**config.mk**
```make
export PLATFORM = sky130hd
export DESIGN_NAME = bitmap_chunk_allocator
export DESIGN_NICKNAME = d
export VERILOG_FILES = /design/src/design/bca_pkg.sv /design/src/design/bitmap_chunk_allocator.sv /design/src/design/bca_datapath.sv /design/src/design/bca_ctrl.sv
export SDC_FILE = /design/constraint.sdc
export NUM_CORES = 2
export LEC_CHECK = 0
export ABC_AREA = 1
export BUFFER_PORTS_ARGS = -buffer_cell sky130_fd_sc_hd__buf_4
export CAP_MARGIN = 30
export CORE_ASPECT_RATIO = 0.9
export CORE_MARGIN = 2
export CORE_UTILIZATION = 40
export CTS_CLUSTER_SIZE = 16
export DETAILED_ROUTE_END_ITERATION = 12
export HOLD_SLACK_MARGIN = 0.15
export SLEW_MARGIN = 10
export SYNTH_ARGS = -nofsm -noshare
export SYNTH_HDL_FRONTEND = slang
export SYNTH_SLANG_ARGS = --single-unit
```
**constraint.sdc**
```tcl
create_clock -name clk_i -period 10.8 [get_ports clk_i]
set_input_delay 0.54 -clock clk_i [delete_from_list [all_inputs] [get_ports clk_i]]
set_output_delay 0.54 -clock clk_i [all_outputs]
set_load 0.1 [all_outputs]
```
**src/design/bca_pkg.sv**
```systemverilog
// Package: shared types, codes and constants of the bitmap chunk allocator.
`timescale 1ns / 1ps
package bca_pkg;

  localparam int unsigned MAX_CHUNKS_DEF = 1024;
  localparam int unsigned ADDR_W         = 48;
  localparam int unsigned BYTES_W        = 17;
  localparam int unsigned COUNT_W        = 11;
  localparam int unsigned USED_W         = 11;
  localparam int unsigned SIZE_W         = 18;
  localparam int unsigned QUOT_W         = ADDR_W - 4;
  localparam int unsigned DIV_W          = SIZE_W - 4;
  localparam int unsigned DIV_STEPS      = QUOT_W;
  localparam int unsigned PADDR_W        = 5;
  localparam int unsigned PDATA_W        = 64;
  localparam int unsigned MDATA_W        = 64;

  localparam logic [7:0] FULL_ROW = 8'hff;

  localparam logic [ADDR_W-1:0]  BASE_RST  = '0;
  localparam logic [BYTES_W-1:0] BYTES_RST = BYTES_W'(16);
  localparam logic [COUNT_W-1:0] COUNT_RST = COUNT_W'(1024);

  localparam logic [1:0] REG_BASE  = 2'd0;
  localparam logic [1:0] REG_BYTES = 2'd1;
  localparam logic [1:0] REG_COUNT = 2'd2;

  localparam logic REQ_ALLOC = 1'b0;
  localparam logic REQ_FREE  = 1'b1;

  localparam logic [1:0] STAT_OK    = 2'd0;
  localparam logic [1:0] STAT_FULL  = 2'd1;
  localparam logic [1:0] STAT_RANGE = 2'd2;

  typedef enum logic [3:0] {
    S_CLEAR,
    S_IDLE,
    S_SCAN,
    S_MUL,
    S_ADD,
    S_DIV,
    S_FREE_RD,
    S_FREE_UPD,
    S_OUT
  } bca_state_e;

  typedef struct packed {
    logic clr_step;
    logic load;
    logic scan_step;
    logic mul;
    logic add;
    logic div_step;
    logic set_full;
    logic set_range;
    logic free_rd;
    logic free_upd;
    logic out_load;
  } bca_cmd_t;

  typedef struct packed {
    logic clr_done;
    logic scan_found;
    logic scan_empty;
    logic div_done;
    logic in_range;
  } bca_sts_t;

endpackage

```
**src/design/bitmap_chunk_allocator.sv**
```systemverilog
// Top level: first-fit bitmap chunk allocator with register port and stream ports.
// Allocate: first-fit scan of one 8-chunk row per cycle, then a multiply and an add form the grant.
// Free: the 44-step restoring divider finds the chunk index, then its bitmap bit is read and cleared.
// One word in flight; the next word is taken while a result still waits on the output.
// Reset: registers return to defaults, then a clearing pass zeroes the bitmap with tready low;
// register writes are taken meanwhile.
`timescale 1ns / 1ps
module bitmap_chunk_allocator #(
  parameter int unsigned MAX_CHUNKS = bca_pkg::MAX_CHUNKS_DEF
) (
  input  logic                         clk_i,
  input  logic                         rst_ni,
  input  logic                         psel,
  input  logic                         penable,
  input  logic                         pwrite,
  input  logic [bca_pkg::PADDR_W-1:0]  paddr,
  input  logic [bca_pkg::PDATA_W-1:0]  pwdata,
  output logic [bca_pkg::PDATA_W-1:0]  prdata,
  output logic                         pready,
  input  logic                         s_axis_tvalid_i,
  output logic                         s_axis_tready_o,
  input  logic [bca_pkg::ADDR_W-1:0]   s_axis_tdata_i,  // chunk_address
  input  logic                         s_axis_tuser_i,  // req_type
  output logic                         m_axis_tvalid_o,
  input  logic                         m_axis_tready_i,
  output logic [bca_pkg::MDATA_W-1:0]  m_axis_tdata_o   // status, granted_address, used_count
);

  logic [bca_pkg::ADDR_W-1:0]  base_q;
  logic [bca_pkg::BYTES_W-1:0] bytes_q;
  logic [bca_pkg::COUNT_W-1:0] count_q;
  logic                        cfg_wr;

  bca_pkg::bca_cmd_t           cmd;
  bca_pkg::bca_sts_t           sts;
  logic [1:0]                  status;
  logic [bca_pkg::ADDR_W-1:0]  grant;
  logic [bca_pkg::USED_W-1:0]  used;

  assign pready = 1'b1;
  assign cfg_wr = psel && penable && pwrite && pready;

  always_ff @(posedge clk_i or negedge rst_ni) begin
    if (!rst_ni) begin
      base_q  <= bca_pkg::BASE_RST;
      bytes_q <= bca_pkg::BYTES_RST;
      count_q <= bca_pkg::COUNT_RST;
    end else if (cfg_wr) begin
      unique case (paddr[4:3])
        bca_pkg::REG_BASE:  base_q  <= pwdata[bca_pkg::ADDR_W-1:0];
        bca_pkg::REG_BYTES: bytes_q <= pwdata[bca_pkg::BYTES_W-1:0];
        bca_pkg::REG_COUNT: count_q <= pwdata[bca_pkg::COUNT_W-1:0];
        default: ;
      endcase
    end
  end

  always_comb begin
    unique case (paddr[4:3])
      bca_pkg::REG_BASE:  prdata = bca_pkg::PDATA_W'(base_q);
      bca_pkg::REG_BYTES: prdata = bca_pkg::PDATA_W'(bytes_q);
      bca_pkg::REG_COUNT: prdata = bca_pkg::PDATA_W'(count_q);
      default:            prdata = '0;
    endcase
  end

  bca_ctrl u_ctrl (
    .clk_i       (clk_i),
    .rst_ni      (rst_ni),
    .in_valid_i  (s_axis_tvalid_i),
    .in_ready_o  (s_axis_tready_o),
    .req_type_i  (s_axis_tuser_i),
    .out_valid_o (m_axis_tvalid_o),
    .out_ready_i (m_axis_tready_i),
    .cmd_o       (cmd),
    .sts_i       (sts)
  );

  bca_datapath #(
    .MAX_CHUNKS (MAX_CHUNKS)
  ) u_dp (
    .clk_i    (clk_i),
    .rst_ni   (rst_ni),
    .cmd_i    (cmd),
    .sts_o    (sts),
    .base_i   (base_q),
    .bytes_i  (bytes_q),
    .count_i  (count_q),
    .addr_i   (s_axis_tdata_i),
    .status_o (status),
    .grant_o  (grant),
    .used_o   (used)
  );

  assign m_axis_tdata_o = {3'b000, used, grant, status};

endmodule

```
**src/design/bca_datapath.sv**
```systemverilog
// Datapath: bitmap memory, row scan, grant multiply-add, offset divider, result registers.
`timescale 1ns / 1ps
module bca_datapath #(
  parameter int unsigned MAX_CHUNKS = bca_pkg::MAX_CHUNKS_DEF
) (
  input  logic                              clk_i,
  input  logic                              rst_ni,
  input  bca_pkg::bca_cmd_t                 cmd_i,
  output bca_pkg::bca_sts_t                 sts_o,
  input  logic [bca_pkg::ADDR_W-1:0]        base_i,
  input  logic [bca_pkg::BYTES_W-1:0]       bytes_i,
  input  logic [bca_pkg::COUNT_W-1:0]       count_i,
  input  logic [bca_pkg::ADDR_W-1:0]        addr_i,
  output logic [1:0]                        status_o,
  output logic [bca_pkg::ADDR_W-1:0]        grant_o,
  output logic [bca_pkg::USED_W-1:0]        used_o
);

  localparam int unsigned ROWS  = (MAX_CHUNKS + 7) / 8;
  localparam int unsigned CAP   = ROWS * 8;
  localparam int unsigned RW    = (ROWS > 1) ? $clog2(ROWS) : 1;
  localparam int unsigned IW    = RW + 3;
  localparam int unsigned CNT_W = $clog2(CAP + 1);
  localparam int unsigned EW    = (CNT_W > 12) ? CNT_W : 12;
  localparam int unsigned MUL_W = IW + bca_pkg::SIZE_W;
  localparam int unsigned DCW   = $clog2(bca_pkg::DIV_STEPS + 1);

  logic [7:0] mem [ROWS];
  logic [7:0] rdata_q;

  logic [RW:0]                   row_q, row_d;
  logic                          pend_q, pend_d;
  logic [RW-1:0]                 prow_q;
  logic [IW-1:0]                 idx_q;
  logic [CNT_W-1:0]              used_q, used_d;
  logic [1:0]                    status_q;
  logic [bca_pkg::ADDR_W-1:0]    grant_q;
  logic [bca_pkg::ADDR_W-1:0]    prod_q;
  logic                          below_q;
  logic [bca_pkg::QUOT_W-1:0]    quo_q;
  logic [bca_pkg::DIV_W-1:0]     rem_q;
  logic [DCW-1:0]                dcnt_q;
  logic [1:0]                    out_status_q;
  logic [bca_pkg::ADDR_W-1:0]    out_grant_q;
  logic [bca_pkg::USED_W-1:0]    out_used_q;

  logic [bca_pkg::SIZE_W-1:0]    size_rnd, size_eff;
  logic [bca_pkg::DIV_W-1:0]     dvsr;
  logic [11:0]                   cnt_rnd;
  logic [EW-1:0]                 cnt_ext;
  logic [CNT_W-1:0]              cnt_eff;
  logic [RW:0]                   nrows;
  logic [2:0]                    zpos;
  logic                          found;
  logic [bca_pkg::ADDR_W-1:0]    offset;
  logic [bca_pkg::DIV_W:0]       rtry;
  logic                          rfit;
  logic [MUL_W-1:0]              mul;
  logic                          rd_en, wr_en;
  logic [RW-1:0]                 rd_addr, wr_addr;
  logic [7:0]                    wr_data;

  // effective chunk size and chunk count
  always_comb begin
    size_rnd = (bca_pkg::SIZE_W'(bytes_i) + bca_pkg::SIZE_W'(15)) & ~bca_pkg::SIZE_W'(15);
    size_eff = (size_rnd == '0) ? bca_pkg::SIZE_W'(16) : size_rnd;
    dvsr     = size_eff[bca_pkg::SIZE_W-1:4];
    cnt_rnd  = (12'(count_i) + 12'd7) & ~12'd7;
    cnt_ext  = (EW'(cnt_rnd) > EW'(CAP)) ? EW'(CAP) : EW'(cnt_rnd);
    cnt_eff  = CNT_W'(cnt_ext);
    nrows    = (RW + 1)'(cnt_eff >> 3);
  end

  always_comb begin
    zpos = 3'd0;
    for (int i = 7; i >= 0; i--) begin
      if (!rdata_q[i]) zpos = 3'(i);
    end
  end

  assign found  = pend_q && (rdata_q != bca_pkg::FULL_ROW);
  assign offset = addr_i - base_i;
  assign rtry   = {rem_q, quo_q[bca_pkg::QUOT_W-1]};
  assign rfit   = rtry >= {1'b0, dvsr};
  assign mul    = MUL_W'(idx_q) * MUL_W'(size_eff);

  assign sts_o.clr_done   = (row_q == (RW + 1)'(ROWS - 1));
  assign sts_o.scan_found = found;
  assign sts_o.scan_empty = !found && (row_q >= nrows);
  assign sts_o.div_done   = (dcnt_q == DCW'(bca_pkg::DIV_STEPS));
  assign sts_o.in_range   = !below_q && (quo_q < bca_pkg::QUOT_W'(cnt_eff));

  // memory port control
  always_comb begin
    rd_en   = 1'b0;
    wr_en   = 1'b0;
    rd_addr = row_q[RW-1:0];
    wr_addr = row_q[RW-1:0];
    wr_data = 8'h00;
    row_d   = row_q;
    pend_d  = pend_q;
    used_d  = used_q;
    if (cmd_i.clr_step) begin
      wr_en = 1'b1;
      row_d = row_q + 1'b1;
    end
    if (cmd_i.load) begin
      row_d  = '0;
      pend_d = 1'b0;
    end
    if (cmd_i.scan_step) begin
      if (found) begin
        wr_en   = 1'b1;
        wr_addr = prow_q;
        wr_data = rdata_q | (8'd1 << zpos);
        used_d  = used_q + 1'b1;
        pend_d  = 1'b0;
      end else if (row_q < nrows) begin
        rd_en  = 1'b1;
        row_d  = row_q + 1'b1;
        pend_d = 1'b1;
      end else begin
        pend_d = 1'b0;
      end
    end
    if (cmd_i.free_rd) begin
      rd_en   = 1'b1;
      rd_addr = quo_q[RW+2:3];
    end
    if (cmd_i.free_upd && rdata_q[quo_q[2:0]]) begin
      wr_en   = 1'b1;
      wr_addr = quo_q[RW+2:3];
      wr_data = rdata_q & ~(8'd1 << quo_q[2:0]);
      used_d  = used_q - 1'b1;
    end
  end

  always_ff @(posedge clk_i) begin
    if (wr_en) mem[wr_addr] <= wr_data;
    if (rd_en) rdata_q <= mem[rd_addr];
  end

  always_ff @(posedge clk_i or negedge rst_ni) begin
    if (!rst_ni) begin
      row_q  <= '0;
      pend_q <= 1'b0;
      used_q <= '0;
      dcnt_q <= '0;
    end else begin
      row_q  <= row_d;
      pend_q <= pend_d;
      used_q <= used_d;
      if (cmd_i.load) begin
        dcnt_q <= '0;
      end else if (cmd_i.div_step) begin
        dcnt_q <= dcnt_q + 1'b1;
      end
    end
  end

  always_ff @(posedge clk_i) begin
    if (rd_en && cmd_i.scan_step) prow_q <= row_q[RW-1:0];
    if (cmd_i.scan_step && found) idx_q <= {prow_q, zpos};
    if (cmd_i.mul) prod_q <= bca_pkg::ADDR_W'(mul);
    if (cmd_i.load) begin
      status_q <= bca_pkg::STAT_OK;
      grant_q  <= '0;
      below_q  <= addr_i < base_i;
      quo_q    <= offset[bca_pkg::ADDR_W-1:4];
      rem_q    <= '0;
    end else begin
      if (cmd_i.add) grant_q <= base_i + prod_q;
      if (cmd_i.set_full) status_q <= bca_pkg::STAT_FULL;
      if (cmd_i.set_range) status_q <= bca_pkg::STAT_RANGE;
      if (cmd_i.div_step) begin
        rem_q <= rfit ? bca_pkg::DIV_W'(rtry - {1'b0, dvsr}) : bca_pkg::DIV_W'(rtry);
        quo_q <= {quo_q[bca_pkg::QUOT_W-2:0], rfit};
      end
    end
    if (cmd_i.out_load) begin
      out_status_q <= status_q;
      out_grant_q  <= grant_q;
      out_used_q   <= bca_pkg::USED_W'(used_q);
    end
  end

  assign status_o = out_status_q;
  assign grant_o  = out_grant_q;
  assign used_o   = out_used_q;

endmodule

```
**src/design/bca_ctrl.sv**
```systemverilog
// Controller: sequencing state machine and stream handshakes.
`timescale 1ns / 1ps
module bca_ctrl (
  input  logic              clk_i,
  input  logic              rst_ni,
  input  logic              in_valid_i,
  output logic              in_ready_o,
  input  logic              req_type_i,
  output logic              out_valid_o,
  input  logic              out_ready_i,
  output bca_pkg::bca_cmd_t cmd_o,
  input  bca_pkg::bca_sts_t sts_i
);

  bca_pkg::bca_state_e state_q, state_d;
  logic                out_valid_q, out_valid_d;

  always_ff @(posedge clk_i or negedge rst_ni) begin
    if (!rst_ni) begin
      state_q     <= bca_pkg::S_CLEAR;
      out_valid_q <= 1'b0;
    end else begin
      state_q     <= state_d;
      out_valid_q <= out_valid_d;
    end
  end

  always_comb begin
    state_d    = state_q;
    cmd_o      = '0;
    in_ready_o = 1'b0;
    unique case (state_q)
      bca_pkg::S_CLEAR: begin
        cmd_o.clr_step = 1'b1;
        if (sts_i.clr_done) state_d = bca_pkg::S_IDLE;
      end
      bca_pkg::S_IDLE: begin
        in_ready_o = 1'b1;
        if (in_valid_i) begin
          cmd_o.load = 1'b1;
          state_d = (req_type_i == bca_pkg::REQ_ALLOC) ? bca_pkg::S_SCAN : bca_pkg::S_DIV;
        end
      end
      bca_pkg::S_SCAN: begin
        cmd_o.scan_step = 1'b1;
        if (sts_i.scan_found) begin
          state_d = bca_pkg::S_MUL;
        end else if (sts_i.scan_empty) begin
          cmd_o.set_full = 1'b1;
          state_d = bca_pkg::S_OUT;
        end
      end
      bca_pkg::S_MUL: begin
        cmd_o.mul = 1'b1;
        state_d = bca_pkg::S_ADD;
      end
      bca_pkg::S_ADD: begin
        cmd_o.add = 1'b1;
        state_d = bca_pkg::S_OUT;
      end
      bca_pkg::S_DIV: begin
        if (!sts_i.div_done) begin
          cmd_o.div_step = 1'b1;
        end else if (sts_i.in_range) begin
          state_d = bca_pkg::S_FREE_RD;
        end else begin
          cmd_o.set_range = 1'b1;
          state_d = bca_pkg::S_OUT;
        end
      end
      bca_pkg::S_FREE_RD: begin
        cmd_o.free_rd = 1'b1;
        state_d = bca_pkg::S_FREE_UPD;
      end
      bca_pkg::S_FREE_UPD: begin
        cmd_o.free_upd = 1'b1;
        state_d = bca_pkg::S_OUT;
      end
      bca_pkg::S_OUT: begin
        if (!out_valid_q || out_ready_i) begin
          cmd_o.out_load = 1'b1;
          state_d = bca_pkg::S_IDLE;
        end
      end
      default: state_d = bca_pkg::S_CLEAR;
    endcase
  end

  always_comb begin
    if (cmd_o.out_load) begin
      out_valid_d = 1'b1;
    end else if (out_ready_i) begin
      out_valid_d = 1'b0;
    end else begin
      out_valid_d = out_valid_q;
    end
  end

  assign out_valid_o = out_valid_q;

endmodule

```
# After elaboration in Yosys (flattened, before gate mapping)

Memory sizes are Yosys's and may differ from the RTL's. A register that Yosys moved wholly into a read port is not among the register bits.
Cells that the tools add are included.

$add $sub $neg: 9
Bitwise gates (word level): 3
Shifts and indexed selects: 2
Multipliers: 1
Mux-type cells: 77
Reductions and logical operators: 28
Order comparisons: 7
Equal/unequal tests: 18

Operator list:

| kind                  | count |
|---|---|
| $pmux 48 s3           | 1 |
| $mux 44               | 2 |
| $mux 8                | 8 |
| $add 48x28->48        | 1 |
| $lt 48x48->1          | 1 |
| $sub 48x48->48        | 1 |
| $lt 44x11->1          | 1 |
| $mux 11               | 4 |
| $mux 1                | 34 |
| $pmux 4 s8            | 1 |
| $mul 10x18->28        | 1 |
| $mux 4                | 7 |
| $mux 7                | 4 |
| $mux 3                | 9 |
| $add 17x4->18 const B | 1 |
| $logic_not 18->1      | 1 |
| $mux 18               | 1 |
| $eq 4x3->1 const B    | 4 |
| $shl 1x3->8 const A   | 2 |
| $ge 15x14->1          | 1 |
| $mux 14               | 1 |
| $sub 14x14->14        | 1 |
| $add 11x3->12 const B | 1 |
| $gt 12x11->1 const B  | 1 |
| other kinds (33)      | 56 |

RAM bits: 1024
Register bits: 322
Input port bits: 125
Memories kept: 1
Word-level logic and storage cells: 167

Memory list:

| name     | depth | bits a word | rd ports | clocked after Yosys merged registers in | wr ports | line               | source |
|---|---|---|---|---|---|---|---|
| u_dp.mem | 128   | 8           | 1        | 1                                       | 1        | bca_datapath.sv:28 | `logic [7:0] mem [ROWS];` |

# Depth between registers and ports, before layout

Word-level depth: 13
Depth in mapped cells: 33
Mapped depth without buffers: 33

# By module

Synthesis repeated with hierarchy kept, for this count alone.

Cell total of the unflattened synthesis: 8154
Area total of the unflattened synthesis: 72021.6 sq um

By module, submodules not included:

| module                 | times used | sequential area each (sq um) | cells each | area each (sq um) |
|---|---|---|---|---|
| bca_datapath           | 1          | 37335.8                      | 7590       | 67910.1 |
| bitmap_chunk_allocator | 1          | 1904.3                       | 488        | 3634.7 |
| bca_ctrl               | 1          | 125.1                        | 76         | 476.7 |

# Least setup slack after synthesis

OpenSTA, ideal clock, no wires.

Path kind: reg-to-reg
Start: register u_dp.quo_q[1] (netlist name)
End: memory u_dp.mem[0][6], data pin
Path slack: 2884 ps
Stages on the path, launching flop included: 11
Required time: 9570 ps
Setup time: 1230 ps
Path buffers: 3
Period minus slack after synthesis: 7916 ps
Data arrival time: 6686 ps
Path through: edfxtp_1 buf_2 nor2_1 nand2_1 o2111ai_2 nand3_2 nand2_4 inv_2 buf_6 clkbuf_1 a211oi_1

Word-level cells in the longest chain between the ends: 4
Elaborated cells between the ends (all ways): 7
Those cells by class: shift: 1; mux: 3; bitwise: 2; reduce/logical: 1

Ends and longest elaborated chain:

| item                                                             | line                                     | source |
|---|---|---|
| from (decl)                                                      | bca_datapath.sv:40                       | `logic [bca_pkg::QUOT_W-1:0] quo_q;` |
| from (signal assigned)                                           | bca_datapath.sv:169                      | `quo_q <= offset[bca_pkg::ADDR_W-1:4];` |
| from (signal assigned)                                           | bca_datapath.sv:177                      | `quo_q <= {quo_q[bca_pkg::QUOT_W-2:0], rfit};` |
| $bmux 1 s3 / $shl 1x3->8 (equally long branches)                 | bca_datapath.sv:130, bca_datapath.sv:133 |  |
| $mux 1 (not written as such) / $not 8->8 (equally long branches) | bca_datapath.sv:130, bca_datapath.sv:133 |  |
| $logic_and 1x1->1 / $and 8x8->8 (equally long branches)          | bca_datapath.sv:130, bca_datapath.sv:133 |  |
| $mux 8 *                                                         | bca_datapath.sv:130                      | `if (cmd_i.free_upd && rdata_q[quo_q[2:0]]) begin` |
| net u_dp.wr_data[6]                                              | bca_datapath.sv:61                       | `logic [7:0] wr_data;` |
| to (decl)                                                        | bca_datapath.sv:28                       |  |

Mark *: on every way through the listed nets, which the timed path passes. The rest lies on a longest branch. The select of a mux whose other input is x is not followed.

# Worst setup path in the final report

Start: register bytes_q[0] (netlist name)
End: register u_dp.prod_q[27] (netlist name), data pin

Word-level cells in the longest chain between the ends: 4

Ends and longest elaborated chain:

| item                   | line                         | source |
|---|---|---|
| from (decl)            | bitmap_chunk_allocator.sv:30 | `logic [bca_pkg::BYTES_W-1:0] bytes_q;` |
| from (signal assigned) | bitmap_chunk_allocator.sv:46 | `bytes_q <= bca_pkg::BYTES_RST;` |
| from (signal assigned) | bitmap_chunk_allocator.sv:51 | `bca_pkg::REG_BYTES: bytes_q <= pwdata[bca_pkg::BYTES_W-1:0];` |
| $add 17x4->18 *        | bca_datapath.sv:65           | `size_rnd = (bca_pkg::SIZE_W'(bytes_i) + bca_pkg::SIZE_W'(15)) & ~bca_pkg::SIZE_W'(15);` |
| $logic_not 18->1       | bca_datapath.sv:66           | `size_eff = (size_rnd == '0) ? bca_pkg::SIZE_W'(16) : size_rnd;` |
| $mux 18 *              | bca_datapath.sv:66           |  |
| $mul 10x18->28 *       | bca_datapath.sv:85           | `assign mul = MUL_W'(idx_q) * MUL_W'(size_eff);` |
| net u_dp.mul[27]       | bca_datapath.sv:58           | `logic [MUL_W-1:0] mul;` |
| to (signal assigned)   | bca_datapath.sv:164          | `if (cmd_i.mul) prod_q <= bca_pkg::ADDR_W'(mul);` |
| to (decl)              | bca_datapath.sv:38           | `logic [bca_pkg::ADDR_W-1:0] prod_q;` |

Mark *: on every way through the listed nets, which the timed path passes. The rest lies on a longest branch.
A chain may end at the register's enable or synchronous reset.

==> impl_metrics.py <==
metrics = {
    "global_route": {
        "grt_start_max_net_pins": 206,
        "antenna_found_initial": 1,
        "grtUsageTotal_pct": 22.6,
        "grt_overflow": 0,
        "grt_pass1_wl_um": 309000,
        "grt_pass1_vias": 49900,
    },
    "timing": {
        "worst_pin_slew_ns": 1.15,
        "period_minus_slack_ns": 7.69,
        "maxSlewHeadroom_pct": 23.0,
        "timing.fmax_ghz": 0.130,
        "final.setup.tns_ns": 0,
        "slew_violations": 0,
        "holdWs_ns": 0.204,
        "worst_slack_ns": 3.11,
        "setup_viol": 0,
        "fin_crit_sh_pct": 71.2,
        "rsz0062_at_grt": "false",
        "finClkSkew_ns": 0.0487,
        "final_hold_viol_count": 0,
    },
    "synthesis": {
        "synthesis.area_um2": 69900,
        "yosysSeqAreaShare_pct": 56.3,
        "synth_ff_type": "edfxtp_1",
        "syn_avg_cell_area_um2": 9.19,
        "yosys_warnings": 0,
        "synth-async-reset-ratio_pct": 7.93,
        "yosys_register_bits": 1350,
        "synth_edf_count": 1179,
        "syn_inst": 7610,
        "yosysUniqueCellTypes": 60,
    },
    "power": {
        "p_leak_nw": 35.0,
        "power.internal_mw": 11.5,
        "netSwitchingPower_mw": 8.42,
        "clockPowerShare_pct": 24.8,
        "peakVddDrop_mv": 0.238,
        "p_per_area_nw_per_um2": 252,
        "pwr-share-seq_pct": 32.6,
        "p_comb_share_pct": 42.6,
        "p_sw_share_pct": 42.3,
    },
    "floorplanning": {
        "row_count": 145,
        "ios": 256,
        "dieArea_um2": 178000,
        "start_util_pct": 40.3,
        "die_x_um": 445,
        "fp.coreArea_um2": 174000,
        "dieHeight_um": 401,
    },
    "worst_setup_path": {
        "cpMostUsedCell": "nand2_1",
        "cp_top_family": "adder cells",
        "cpPeakStageDelay_ns": 0.58,
        "cp_slowest_cell": "o21ai_0",
        "critPathArrivalTime_ns": 8.20,
        "critPathCaptureType": "flop",
        "crit_buf_inv": 4,
        "required_ns": 11.31,
        "path_class": "flop to flop",
        "worst_setup_path_start_kind": "flop",
        "crit_fanout": 9,
    },
    "cells_and_area": {
        "drive_gt1_share_pct": 7.52,
        "nets": 8168,
        "final_cells": 10200,
        "final_cell_mix": "1790 x nand2_1, 1335 x inv_1, 1179 x edfxtp_1, 1094 x nand3_1, 500 x nor2_1",
        "area_growth_pct": 12.8,
        "mostFrequentLayoutCell": "nand2_1",
    },
    "cts": {
        "clockBufferDepth": 3,
        "cts_made_buffers": 145,
        "cts_max_level": 4,
        "cts_root_buffer": "clkbuf_16",
        "cts_tree": "yes",
        "clock_sinks": 1350,
        "clk_latency_ns": 0.80,
        "path_clk_slew_ns": 0.06,
        "post_cts_buffers": 0,
    },
    "drt": {
        "antenna_left": 0,
        "avgViaCountPerCell": 5.16,
        "post_drt_wl_per_cell_um": 20.1,
        "drc_errors": 0,
        "wl_um": 204000,
        "firstDrtPassIters": 6,
        "first_iter_violations": 5031,
        "via_count": 52400,
    },
    "placed_design": {
        "io_buffer_count": 216,
        "gp_congestion": 0.936,
        "dpl.hpwl_um": 133000,
        "dp.cells": 9855,
        "post-place-ws_ns": 3.18,
    },
    "outcome": {
        "outcome": "completed",
    },
    "worst_hold_path": {
        "hold_class": "input port to flop",
    },
    "job": {
        "maxCapViolCount": 0,
    },
}
[sequential cells by signal, indices dropped and copies added, names as in the netlist, 11 cells and up]
register	flops
u_dp.used_q	11
base_q	48
u_dp.grant_q	48
u_dp.rem_q	14
u_dp.grant_o	48
u_dp.prod_q	24
u_dp.quo_q	44
u_dp.used_o	11
u_dp.mem	1024
bytes_q	17
count_q	11
[stage by stage]
step	power [mW]	utilization (%)	area (um^2)
final	19.9	45.4	78800
after global routing	21.2	45.4	78800
after CTS	19.9	45.3	78700
after detailed placement	15.0	42.4	73600
after global placement	14.9	42.4	73600
after floorplan	12.4	-	70000
[area by class of cell]
class / instances / area (um^2)
inverters: 1358 / 5100
flip-flops and latches: 1350 / 39400
fillers: 16500 / 94800
diodes: 2 / 5.00
multi-input cells: 4599 / 24200
repair buffers: 321 / 2690
clock buffers: 175 / 3810
well taps: 2278 / 2850
clock inverters: 85 / 832
[cells in the mapped netlist, drive strengths merged (14+ instances only)]
cell type  number  area share (%)
nor3           45            0.34
o21bai         38            0.41
clkbuf         98            0.53
inv          1353             7.3
o211ai         23            0.25
nor2          519             2.9
a21oi         202             1.5
buf           223             1.7
xnor2          28            0.35
ha            171             3.1
nand2        1806             9.8
fa             97             2.8
dfrtp         105             3.8
nand3b         58            0.66
a31oi          14            0.13
edfxtp       1179              51
or2            18            0.16
dfxtp          64             1.8
xor2           49            0.61
o21ai         278             2.0
nand4          37            0.33
nand3        1108             8.0
[worst reg2reg max path, delay by kind of cell (launching register included)]
family,cells,cell delay (ns)
adder cells (fa/ha/maj),6,3.07
flip-flops,1,0.34
AO/OA/AOI/OAI,4,1.45
AND/OR/NAND/NOR,15,2.35
buffers and inverters,4,0.25
[metal layers]
layer  track usage [%]  vias to the layer above  part of all wire (%)
met1              32.0                    25100                    44
li1                  -                    25100                     -
met2              35.7                     1864                    46
met5                 0                        -                0.0054
met4              6.61                        2                   2.7
met3              3.55                      301                   7.0
[logic make-up after synthesis]
group	synth area share (%)
DFF	56.3
xor gates and xnor gates	0.964
adders and majority gates	5.84
other	0.0107
AOI/OAI and AO/OA	5.04
buffers and inverters	9.51
and+or+nand+nor	22.3
[worst paths after layout]
path / from / endpoint / slack [ns] / depth (start not counted)
min: pwdata[4] / bytes_q[4]$_DFFE_PN1P_ / 0.20 / 3
min in group asynchronous: rst_ni / bytes_q[14]$_DFFE_PN0P_ / 0.36 / 2
min reg2reg: u_dp.grant_q[23]$_SDFFE_PP0P_ / u_dp.grant_o[23]$_DFFE_PP_ / 0.43 / 0
max in group asynchronous: rst_ni / u_dp.pend_q$_DFFE_PN0P_ / 9.08 / 3
max: bytes_q[0]$_DFFE_PN0P_ / u_dp.prod_q[27]$_DFFE_PP_ / 3.11 / 29
max reg2reg: bytes_q[0]$_DFFE_PN0P_ / u_dp.prod_q[27]$_DFFE_PP_ / 3.11 / 29
[power groups by stage]
stage	Combinational [mW]	Clock, mW	Sequential, mW
2_1_floorplan	5.83	0	6.60
3_3_place_gp	8.28	0	6.59
3_5_place_dp	8.36	0	6.60
4_1_cts	8.43	5.02	6.49
5_1_grt	9.42	5.21	6.53
6_report	8.48	4.93	6.50
[timing repair]
action                    CTS  global route
hold endpoints to repair  111             0
gates resized for setup     0             0
hold buffers               45             0
Note: power is estimated with default switching activity, not from simulation.
